[src/sv/http_chunked_body_decoder_macros.svh]
// Assertion macros shared by the chunked body decoder RTL.
`ifndef HTTP_CHUNKED_BODY_DECODER_MACROS_SVH
`define HTTP_CHUNKED_BODY_DECODER_MACROS_SVH

// Same-cycle implication, checked on the rising edge of aclk outside reset.
`define HCBD_ASSERT_NOW(label, ante, cons) \
    label: assert property (@(posedge aclk) disable iff (!aresetn) (ante) |-> (cons)) \
        else $error("chunked decoder check failed");

// Next-cycle implication, checked on the rising edge of aclk outside reset.
`define HCBD_ASSERT_NEXT(label, ante, cons) \
    label: assert property (@(posedge aclk) disable iff (!aresetn) (ante) |=> (cons)) \
        else $error("chunked decoder check failed");

`endif

[src/sv/hcbd_pkg.sv]
// Types, codes and the hex digit decoder used by the chunked body decoder.
`default_nettype none

package hcbd_pkg;

    localparam int unsigned SIZE_W  = 31;
    localparam int unsigned TOTAL_W = 32;

    localparam logic [7:0] CHAR_CR = 8'h0D;
    localparam logic [7:0] CHAR_LF = 8'h0A;

    typedef enum logic [2:0] {
        PH_SIZE     = 3'd0,
        PH_SIZE_LF  = 3'd1,
        PH_DATA     = 3'd2,
        PH_DATA_CR  = 3'd3,
        PH_DATA_LF  = 3'd4,
        PH_FINAL_CR = 3'd5,
        PH_FINAL_LF = 3'd6,
        PH_STOPPED  = 3'd7
    } phase_t;

    typedef enum logic [1:0] {
        KIND_DATA  = 2'd0,
        KIND_DONE  = 2'd1,
        KIND_ERROR = 2'd2
    } kind_t;

    typedef struct packed {
        logic       valid;
        logic [3:0] value;
    } hex_digit_t;

    // Decodes one ASCII hex digit; valid is low for any other character.
    function automatic hex_digit_t hex_decode(input logic [7:0] c);
        hex_digit_t r;
        r.valid = 1'b1;
        r.value = 4'd0;
        if (c >= 8'h30 && c <= 8'h39) begin
            r.value = c[3:0];
        end else if ((c >= 8'h61 && c <= 8'h66) || (c >= 8'h41 && c <= 8'h46)) begin
            r.value = c[3:0] + 4'd9;
        end else begin
            r.valid = 1'b0;
        end
        return r;
    endfunction

endpackage

`default_nettype wire

[src/sv/http_chunked_body_decoder.sv]
// Top level of the HTTP/1.1 chunked transfer body decoder.
`default_nettype none

// Decodes a chunked HTTP body presented one byte per input word and emits one
// output word per payload byte, one when the terminating zero chunk and its CRLF
// have been seen, and one on malformed framing; after completion or an error it
// stays silent until a word with body start set. A byte is accepted every cycle
// while the output is empty or being taken; a stalled output holds the input back.
// Each byte passes through the input register and then the result register, with
// all parsing done combinationally in one pass between them.
// The body limit register may only be written while the decoder is idle.
module http_chunked_body_decoder #(
    parameter int unsigned MAX_SIZE_DIGITS = 8
) (
    input  wire logic        aclk,
    input  wire logic        aresetn,

    input  wire logic        cfg_wr_en,
    input  wire logic [30:0] cfg_wr_data,

    input  wire logic        s_valid,
    output logic             s_ready,
    input  wire logic [7:0]  s_in_byte,
    input  wire logic        s_body_start,

    output logic             m_valid,
    input  wire logic        m_ready,
    output logic [1:0]       m_result_kind,
    output logic [7:0]       m_data_byte,
    output logic             m_over_limit
);

    localparam int unsigned DCW = $clog2(MAX_SIZE_DIGITS + 1);
    localparam logic [DCW-1:0] DIGIT_MAX = DCW'(MAX_SIZE_DIGITS);
    localparam logic [hcbd_pkg::SIZE_W-1:0] SIZE_SHIFT_MAX = {4'd0, {27{1'b1}}};

    logic [hcbd_pkg::SIZE_W-1:0]  body_limit_reg;

    logic                         in_valid_reg;
    logic [7:0]                   in_byte_reg;
    logic                         in_start_reg;

    hcbd_pkg::phase_t             phase_reg, phase_next;
    logic [hcbd_pkg::SIZE_W-1:0]  remaining_reg, remaining_next;
    logic [DCW-1:0]               digits_reg, digits_next;
    logic [hcbd_pkg::TOTAL_W-1:0] total_reg, total_next;

    logic                         m_valid_reg, m_valid_next;
    hcbd_pkg::kind_t              m_kind_reg, m_kind_next;
    logic [7:0]                   m_byte_reg, m_byte_next;
    logic                         m_over_reg, m_over_next;

    logic                         advance;
    logic                         res_valid;
    hcbd_pkg::kind_t              res_kind;
    logic [7:0]                   res_byte;
    hcbd_pkg::phase_t             cur_phase;
    logic [hcbd_pkg::SIZE_W-1:0]  cur_remaining;
    logic [DCW-1:0]               cur_digits;
    logic [hcbd_pkg::TOTAL_W-1:0] cur_total;
    logic [hcbd_pkg::SIZE_W-1:0]  dec_remaining;
    hcbd_pkg::hex_digit_t         digit;

    assign advance = in_valid_reg && (!m_valid_reg || m_ready);
    assign s_ready = !in_valid_reg || advance;

    assign m_valid       = m_valid_reg;
    assign m_result_kind = m_kind_reg;
    assign m_data_byte   = m_byte_reg;
    assign m_over_limit  = m_over_reg;

    always_ff @(posedge aclk) begin
        if (!aresetn) begin
            body_limit_reg <= '0;
        end else if (cfg_wr_en) begin
            body_limit_reg <= cfg_wr_data;
        end
    end

    always_ff @(posedge aclk) begin
        if (!aresetn) begin
            in_valid_reg <= 1'b0;
        end else if (s_ready) begin
            in_valid_reg <= s_valid;
        end
    end

    always_ff @(posedge aclk) begin
        if (s_ready && s_valid) begin
            in_byte_reg  <= s_in_byte;
            in_start_reg <= s_body_start;
        end
    end

    always_ff @(posedge aclk) begin
        if (!aresetn) begin
            phase_reg     <= hcbd_pkg::PH_SIZE;
            remaining_reg <= '0;
            digits_reg    <= '0;
            total_reg     <= '0;
            m_valid_reg   <= 1'b0;
        end else begin
            phase_reg     <= phase_next;
            remaining_reg <= remaining_next;
            digits_reg    <= digits_next;
            total_reg     <= total_next;
            m_valid_reg   <= m_valid_next;
        end
    end

    always_ff @(posedge aclk) begin
        m_kind_reg <= m_kind_next;
        m_byte_reg <= m_byte_next;
        m_over_reg <= m_over_next;
    end

    always_comb begin
        cur_phase     = in_start_reg ? hcbd_pkg::PH_SIZE : phase_reg;
        cur_remaining = in_start_reg ? '0 : remaining_reg;
        cur_digits    = in_start_reg ? '0 : digits_reg;
        cur_total     = in_start_reg ? '0 : total_reg;
        digit         = hcbd_pkg::hex_decode(in_byte_reg);
        dec_remaining = (cur_remaining != '0) ? cur_remaining - 1'b1 : cur_remaining;

        phase_next     = cur_phase;
        remaining_next = cur_remaining;
        digits_next    = cur_digits;
        total_next     = cur_total;
        res_valid      = 1'b0;
        res_kind       = hcbd_pkg::KIND_ERROR;
        res_byte       = 8'd0;

        unique case (cur_phase)
            hcbd_pkg::PH_SIZE: begin
                if (in_byte_reg == hcbd_pkg::CHAR_CR) begin
                    if (cur_digits == '0) begin
                        res_valid = 1'b1;
                    end else begin
                        phase_next = hcbd_pkg::PH_SIZE_LF;
                    end
                end else if (!digit.valid || cur_digits >= DIGIT_MAX
                             || cur_remaining > SIZE_SHIFT_MAX) begin
                    res_valid = 1'b1;
                end else begin
                    remaining_next = {cur_remaining[hcbd_pkg::SIZE_W-5:0], digit.value};
                    digits_next    = cur_digits + 1'b1;
                end
            end
            hcbd_pkg::PH_SIZE_LF: begin
                if (in_byte_reg != hcbd_pkg::CHAR_LF) begin
                    res_valid = 1'b1;
                end else if (cur_remaining == '0) begin
                    phase_next = hcbd_pkg::PH_FINAL_CR;
                end else begin
                    phase_next = hcbd_pkg::PH_DATA;
                end
            end
            hcbd_pkg::PH_DATA: begin
                if (cur_total != '1) begin
                    total_next = cur_total + 1'b1;
                end
                remaining_next = dec_remaining;
                if (dec_remaining == '0) begin
                    phase_next = hcbd_pkg::PH_DATA_CR;
                end
                res_valid = 1'b1;
                res_kind  = hcbd_pkg::KIND_DATA;
                res_byte  = in_byte_reg;
            end
            hcbd_pkg::PH_DATA_CR, hcbd_pkg::PH_FINAL_CR: begin
                if (in_byte_reg != hcbd_pkg::CHAR_CR) begin
                    res_valid = 1'b1;
                end else if (cur_phase == hcbd_pkg::PH_DATA_CR) begin
                    phase_next = hcbd_pkg::PH_DATA_LF;
                end else begin
                    phase_next = hcbd_pkg::PH_FINAL_LF;
                end
            end
            hcbd_pkg::PH_DATA_LF: begin
                if (in_byte_reg != hcbd_pkg::CHAR_LF) begin
                    res_valid = 1'b1;
                end else begin
                    phase_next     = hcbd_pkg::PH_SIZE;
                    remaining_next = '0;
                    digits_next    = '0;
                end
            end
            hcbd_pkg::PH_FINAL_LF: begin
                res_valid = 1'b1;
                if (in_byte_reg == hcbd_pkg::CHAR_LF) begin
                    res_kind = hcbd_pkg::KIND_DONE;
                end
            end
            hcbd_pkg::PH_STOPPED: begin
                res_valid = 1'b0;
            end
            default: begin
                res_valid = 1'b0;
            end
        endcase

        if (res_valid && res_kind != hcbd_pkg::KIND_DATA) begin
            phase_next = hcbd_pkg::PH_STOPPED;
        end

        if (!advance) begin
            phase_next     = phase_reg;
            remaining_next = remaining_reg;
            digits_next    = digits_reg;
            total_next     = total_reg;
        end

        m_kind_next  = m_kind_reg;
        m_byte_next  = m_byte_reg;
        m_over_next  = m_over_reg;
        m_valid_next = m_valid_reg && !m_ready;
        if (advance && res_valid) begin
            m_valid_next = 1'b1;
            m_kind_next  = res_kind;
            m_byte_next  = res_byte;
            m_over_next  = (body_limit_reg != '0) && (total_next > {1'b0, body_limit_reg});
        end
    end

`include "http_chunked_body_decoder_macros.svh"

    `HCBD_ASSERT_NOW(a_take_implies_advance, in_valid_reg && s_ready, advance)
    `HCBD_ASSERT_NOW(a_stopped_silent,
        advance && !in_start_reg && phase_reg == hcbd_pkg::PH_STOPPED, !res_valid)
    `HCBD_ASSERT_NOW(a_data_has_bytes_due, phase_reg == hcbd_pkg::PH_DATA, remaining_reg != '0)
    `HCBD_ASSERT_NOW(a_digit_count_bound, 1'b1, digits_reg <= DIGIT_MAX)
    `HCBD_ASSERT_NEXT(a_non_data_byte_zero,
        advance && res_valid && res_kind != hcbd_pkg::KIND_DATA,
        m_valid && m_data_byte == 8'd0 && phase_reg == hcbd_pkg::PH_STOPPED)

endmodule

`default_nettype wire
[config.mk]
export PLATFORM = sky130hd
export DESIGN_NAME = http_chunked_body_decoder
export DESIGN_NICKNAME = d
export VERILOG_FILES = /design/src/sv/hcbd_pkg.sv /design/src/sv/http_chunked_body_decoder.sv
export VERILOG_INCLUDE_DIRS = /design/src /design/src/sv
export SDC_FILE = /design/constraint.sdc
export NUM_CORES = 1
export LEC_CHECK = 0
export BUFFER_PORTS_ARGS = -buffer_cell sky130_fd_sc_hd__buf_4
export CAP_MARGIN = 0
export CORE_MARGIN = 3
export CORE_UTILIZATION = 40
export DETAILED_ROUTE_END_ITERATION = 7
export PLACE_DENSITY = 0.67
export REMOVE_ABC_BUFFERS = 1
export SYNTH_ARGS = -nofsm -noshare
export SYNTH_HDL_FRONTEND = slang
export SYNTH_SLANG_ARGS = --single-unit
export TNS_END_PERCENT = 20
[constraint.sdc]
create_clock -name aclk -period 5.73 [get_ports aclk]
set_input_delay 1.4325 -clock aclk [delete_from_list [all_inputs] [get_ports aclk]]
set_output_delay 1.4325 -clock aclk [all_outputs]
set_load 0.005 [all_outputs]
== Word level (Yosys, flattened, before mapping) ==
Cells that the tools add are included.

* Add/sub/neg operators: 4
* $mul: 0
* Div/mod/pow operators: 0
* Order comparisons: 9
* Eq/ne operators: 12
* Shift operators: 0
* Muxes and demuxes: 39
* Bitwise logic cells: 0
* Reductions and logical operators: 28

{| class="wikitable"
|+ Operator list
! cell !! number
|-
| $mux W31 || 5
|-
| $mux W32 || 4
|-
| $pmux W31 S3 || 1
|-
| $logic_not A31 Y1 || 2
|-
| $reduce_bool A31 Y1 || 2
|-
| $add A32 B1 Y32 const B || 1
|-
| $gt A32 B31 Y1 || 1
|-
| $ne A32 B32 Y1 const B || 1
|-
| $gt A31 B27 Y1 const B || 1
|-
| $sub A31 B1 Y31 const B || 1
|-
| $mux W3 || 9
|-
| $mux W4 || 6
|-
| $eq A8 B4 Y1 const B || 2
|-
| $ge A8 B7 Y1 const B || 2
|-
| $le A8 B7 Y1 const B || 2
|-
| $ne A8 B4 Y1 const B || 2
|-
| $pmux W3 S5 || 1
|-
| $eq A3 B3 Y1 const B || 4
|-
| $logic_and A1 B1 Y1 || 9
|-
| $ge A8 B6 Y1 const B || 1
|-
| $le A8 B6 Y1 const B || 1
|-
| $mux W1 || 8
|-
| $pmux W4 S2 || 1
|-
| $eq A3 B2 Y1 const B || 2
|-
| other kinds (13) || 23
|}

* Bits in registers: 123
* Latch bits: 0
* Memory bits (writable): 0
* ROM bits: 0
* Memories kept: 0

== Depth between registers and ports, before layout ==
* Depth in word-level cells: 13
* Mapped depth: 24
* Gate-level depth less buffers: 17

== Worst setup path before layout ==
Ideal clock, no wire load.

* Path type: reg-to-reg
* From: register in_start_reg
* To: register m_over_reg (netlist: m_over_limit), data pin
* Library setup time: 265 ps
* Arrival time: 4448 ps
* Required time: 5465 ps
* Setup slack: 1017 ps
* Cell stages (with the launch flop): 25
* Buffers on the path: 7
* Clock period less this slack: 4713 ps
* Cells stage by stage: edfxtp_1 > buf_6 > clkbuf_1 > buf_2 > buf_2 > buf_2 > clkbuf_1 > nor2b_1 > ha_1 > nand3b_1 > nor4_1 > and4_1 > a21bo_4 > buf_6 > nor3_4 > xnor2_1 > a21oi_1 > ha_1 > a21o_1 > a21o_1 > a211o_1 > o211ai_1 > a21oi_1 > o41ai_1 > a21oi_1

* Cells in the longest elaborated chain, start to end: 7
* Elaborated cells on any way between the ends: 10
* Classes of those cells: 1 x add/sub; 1 x order compare; 2 x eq/ne; 5 x mux; 1 x reduce/logical

{| class="wikitable"
|+ Ends and longest elaborated chain
! item !! line !! text
|-
| from (decl) || http_chunked_body_decoder.sv:41 || <nowiki>logic in_start_reg;</nowiki>
|-
| from (signal assigned) || http_chunked_body_decoder.sv:91 || <nowiki>in_start_reg <= s_body_start;</nowiki>
|-
| $mux W32 || http_chunked_body_decoder.sv:121 || <nowiki>cur_total = in_start_reg ? '0 : total_reg;</nowiki>
|-
| $add A32 B1 Y32 / $ne A32 B32 Y1 (equally long branches) || http_chunked_body_decoder.sv:160, http_chunked_body_decoder.sv:159 ||
|-
| $mux W32 || http_chunked_body_decoder.sv:159 || <nowiki>if (cur_total != '1) begin</nowiki>
|-
| $mux W32 (*) || http_chunked_body_decoder.sv:133 || <nowiki>unique case (cur_phase)</nowiki>
|-
| $mux W32 (*) || http_chunked_body_decoder.sv:206 || <nowiki>if (!advance) begin</nowiki>
|-
| via total_next, one bit || http_chunked_body_decoder.sv:46 || <nowiki>logic [hcbd_pkg::TOTAL_W-1:0] total_reg, total_next;</nowiki>
|-
| $gt A32 B31 Y1 (*) || http_chunked_body_decoder.sv:221 || <nowiki>m_over_next = (body_limit_reg != '0) && (total_next > {1'b0, body_limit_reg});</nowiki>
|-
| $logic_and A1 B1 Y1 (*) || http_chunked_body_decoder.sv:221 ||
|-
| to (signal assigned) || http_chunked_body_decoder.sv:114 || <nowiki>m_over_reg <= m_over_next;</nowiki>
|-
| to (decl) || http_chunked_body_decoder.sv:51 || <nowiki>logic m_over_reg, m_over_next;</nowiki>
|}

Mark *: on every way through the listed nets, which the timed path passes. The rest lies on a longest branch.
A chain may end at the register's enable or synchronous reset.

== Worst setup path after layout ==
* From: register phase_reg[1]
* To: register m_over_reg (netlist: m_over_limit), data pin

* Cells in the longest elaborated chain, start to end: 6

{| class="wikitable"
|+ Ends and longest elaborated chain
! item !! line !! text
|-
| from (decl) || http_chunked_body_decoder.sv:43 || <nowiki>hcbd_pkg::phase_t phase_reg, phase_next;</nowiki>
|-
| from (signal assigned) || http_chunked_body_decoder.sv:97 || <nowiki>phase_reg <= hcbd_pkg::PH_SIZE;</nowiki>
|-
| from (signal assigned) || http_chunked_body_decoder.sv:103 || <nowiki>phase_reg <= phase_next;</nowiki>
|-
| $mux W3 || http_chunked_body_decoder.sv:118 || <nowiki>cur_phase = in_start_reg ? hcbd_pkg::PH_SIZE : phase_reg;</nowiki>
|-
| $eq A3 B2 Y1 || http_chunked_body_decoder.sv:133 ||
|-
| $mux W32 || http_chunked_body_decoder.sv:133 ||
|-
| $mux W32 || http_chunked_body_decoder.sv:206 ||
|-
| via total_next, one bit || http_chunked_body_decoder.sv:46 ||
|-
| $gt A32 B31 Y1 || http_chunked_body_decoder.sv:221 ||
|-
| $logic_and A1 B1 Y1 || http_chunked_body_decoder.sv:221 ||
|}

The timed path passes the listed nets, and every way through them passes these cells.

==> summary.txt <==
Run status
  – Outcome: complete, no violations

STA
  – RSZ-0062 raised after global routing: no
  – Setup Skew: 7.58 ps
  – Post-route setup TNS: 0 ps
  – Fmax: 222 MHz
  – Slew Limit Fails: 0
  – Hold Vio Cnt, Final: 0
  – Slew headroom: 24.4%
  – Worst slew pin tran: 1130 ps
  – Endpoints failing setup: 0
  – Final min period: 4500 ps
  – Final cycle utilization of the critical path: 78.5%

Synth
  – Top cells by area, synth: dfxtp_1 (24%), edfxtp_1 (6.9%), ha_1 (5.8%)
  – Seq/Total Area, Yosys: 30.6%
  – Yosys top cell area share: 23.7%
  – Synth async-reset ratio: 0%
  – Number of synthesized flops with an enable pin: 20
  – Prevailing post-synth register cell: dfxtp_1
  – Post-synthesis register bit count: 123
  – Largest area contributor in the netlist: dfxtp_1
  – Synth Instances: 1,075
  – Ys Warns: 0
  – Post-Syn Area per Cell: 8.09 um2
  – Netlist cell types: 99
  – Mapped Area: 0.00870 mm2

Power
  – Switch share: 31.9%
  – Clock Power Share: 42.8%
  – Seq pwr share: 38.3%
  – Overall Power: 2.55 mW
  – Switching power: 813 uW
  – Leak pwr: 3.84 nW
  – Peak supply drop: 0.185 mV
  – Int Power: 1.73 mW
  – Power per Cell Area: 259 mW/mm2
  – Comb pwr share: 18.9%

Clocking
  – CTS Buf Count: 17
  – CTS Sinks: 123
  – CTS Hold Buffers Added: 0
  – CTS tree: done
  – Setup Fix Bufs, Post-CTS: 0
  – Longest Clk Path Bufs: 2
  – H-tree depth: 4
  – Clock Root Buffer: clkbuf_16
  – Clk slew on worst S/H paths: 60 ps
  – Clock Latency Late Sink: 430 ps
  – Resize count post-CTS: 0

Final layout
  – Most frequent cells in the layout: nor2_1 (111), dfxtp_1 (103), nand2_1 (91)
  – Fin util: 46.3%
  – Commonest non-fill, non-tap cell in the layout: nor2_1
  – Synth-to-Final Area Change: 12.9%
  – ANT cells: 0
  – Largest register FFs: 32
  – # fillers: 2,123
  – Layout Nets: 1,174
  – Layout cell share with drive strength beyond 1: 13.8%

Detailed routing
  – 1st-iter DRT viols: 755
  – Vias per cell: 6.05
  – Antenna viol nets, final: 0
  – Routed WL: 25,200 um
  – Vias: 8,337
  – Total iterations of the first detailed-routing run: 6
  – DRC violations left: 0
  – Routed len/inst: 18.3 um

Worst setup path
  – FF-to-FF End: m_over_limit$_DFFE_PP_
  – Buf/Inv on CP: 0
  – Slowest-stage cell, CP: or4b_2
  – Origin of the critical flop-to-flop path: phase_reg[1]$_SDFFE_PN0P_
  – Critical path type: reg2reg
  – Worst R2R Setup Slack: 1230 ps
  – Worst EP arrival: 4780 ps
  – Family with the most delay on the worst path: simple AND/OR/NAND/NOR gates
  – CP cell instances: or3b_4 > or2_1 > nor2_8 > a21boi_4 > nand4_1 > xor2_1 > ha_1 > a21o_1 > a21o_1 > a21oi_1 > or4b_2 > a41oi_1 > o41ai_1 > a21oi_1
  – Crit start category: flip-flop
  – CP peak stage delay: 640 ps
  – Worst Path Required: 6010 ps
  – Crit Path Max Fanout: 19
  – CP Capture Type: flip-flop
  – R2R cell count: 14

Hold path
  – HP Class: reg2reg
  – Min-Delay Path Depth: 2
  – Worst Hold End: m_valid$_SDFF_PN0_
  – Hold path start: in_valid_reg$_SDFFE_PN0N_

Floorplanning
  – Die Span X: 153 um
  – Row cnt: 53
  – Die Area: 0.0236 mm2
  – DIE HEIGHT: 153 um
  – Core area: 0.0212 mm2
  – Top Ports: 58
  – Initial core utilization: 41.0%

Global route
  – First-pass GRT wire length: 41,300 um
  – GR Overflow Total: 0
  – Vias in the first global route: 7,901
  – Pin count of the biggest net entering global routing: 60
  – GRT Total Usage: 21.0%
  – Initial antenna violation count: 0

Placement
  – GPL Wtd Cong: 0.926
  – PortBufs: 57
  – DP HPWL: 17,400 um

Run
  – Max-Cap Viols: 0
[routing by layer]
metal / global-route usage [%] / up-vias / wire length [um]
met4: 7.70 / 0 / 626
met5: 0 / - / 0
met1: 28.5 / 3951 / 11100
met3: 4.50 / 58 / 2040
met2: 33.1 / 382 / 11500
li1: - / 3946 / -
[kinds of logic (layout without fill, tap and decap cells)]
logic type,Yosys count,after routing,share of synthesized area [%]
and+or+nand+nor,433,433,26.6
buffers and inverters,123,150,5.94
xor gates and xnor gates,46,46,4.63
DFF,123,123,30.6
muxes,45,45,5.38
AOI/OAI and AO/OA,265,265,21.1
adders and majority gates,40,40,5.75
[final cells by class]
type	instances	area [um2]	area share (%)
repair buffers	70	526	5.35
inverters	48	180	1.83
multi-input cells	829	5530	56.2
flip-flops and latches	123	2660	27.1
clock buffers	18	439	4.47
clock inverters	14	149	1.52
well taps	275	344	3.50
[worst register-to-register path: cells and delay by family, from the launching register on]
| kind | cells | cell delay (ps) |
|---|---|---|
| and+or+nand+nor | 5 | 1930 |
| AOI/OAI and AO/OA | 7 | 1350 |
| DFF | 1 | 590 |
| adders and majority gates | 1 | 300 |
| xor gates and xnor gates | 1 | 190 |
[how the worst max path moves through the flow]
stage	startpoint	to	slack, ps	cells past startpoint
3_3_place_gp	m_ready	m_over_limit$_DFFE_PP_	1010	15
3_5_place_dp	m_ready	m_over_limit$_DFFE_PP_	960	15
5_1_grt	phase_reg[1]$_SDFFE_PN0P_	m_over_limit$_DFFE_PP_	890	14
6_report	phase_reg[1]$_SDFFE_PN0P_	m_over_limit$_DFFE_PP_	1230	14
2_1_floorplan	in_start_reg$_DFFE_PP_	m_over_limit$_DFFE_PP_	560	15
4_1_cts	phase_reg[1]$_SDFFE_PN0P_	m_over_limit$_DFFE_PP_	1290	14
[power by group through the flow]
stage / registers (mW) / logic, mW / clock network (mW)
after floorplan: 0.978 / 0.319 / 0
after global placement: 0.992 / 0.465 / 0
after detailed placement: 0.993 / 0.469 / 0
after CTS: 0.974 / 0.471 / 1.10
after global routing: 0.982 / 0.526 / 1.14
final: 0.977 / 0.481 / 1.09
[stage by stage]
| stage | cell area (um2) | worst slack (ps) | hold slack [ps] | std cells |
|---|---|---|---|---|
| after CTS | 9830 | 1290 | 514 | 1377 |
| after detailed placement | 9240 | 962 | 492 | 1345 |
| after floorplan | 8370 | 565 | 445 | 1000 |
| after global placement | 9240 | 1010 | 462 | 1345 |
| final | 9830 | 1230 | 508 | 1377 |
| after global routing | 9830 | 890 | 553 | 1377 |
[synthesized netlist by cell type (4+ instances only)]
cell,count
a32o_1,8
nand4b_1,4
o21ai_0,68
buf_1,7
and3_1,16
ha_1,40
a221oi_1,9
a22oi_1,4
nand2b_1,6
or4_1,5
xnor2_1,26
or3_1,5
or2_2,4
buf_2,7
o21a_1,5
nand4_1,26
a21oi_1,67
nor3_1,21
a211oi_1,12
buf_6,6
a31oi_1,15
edfxtp_1,20
nor2_1,111
inv_1,47
dfxtp_1,103
nor2b_1,10
nand3b_1,5
mux2i_1,37
nand3_1,35
and4_1,6
mux2_2,6
nor4_1,26
nand2_1,91
and2_1,32
clkbuf_1,54
o22ai_1,10
xor2_1,20
a21o_1,8
No activity file was read; power rests on OpenSTA's default activity.
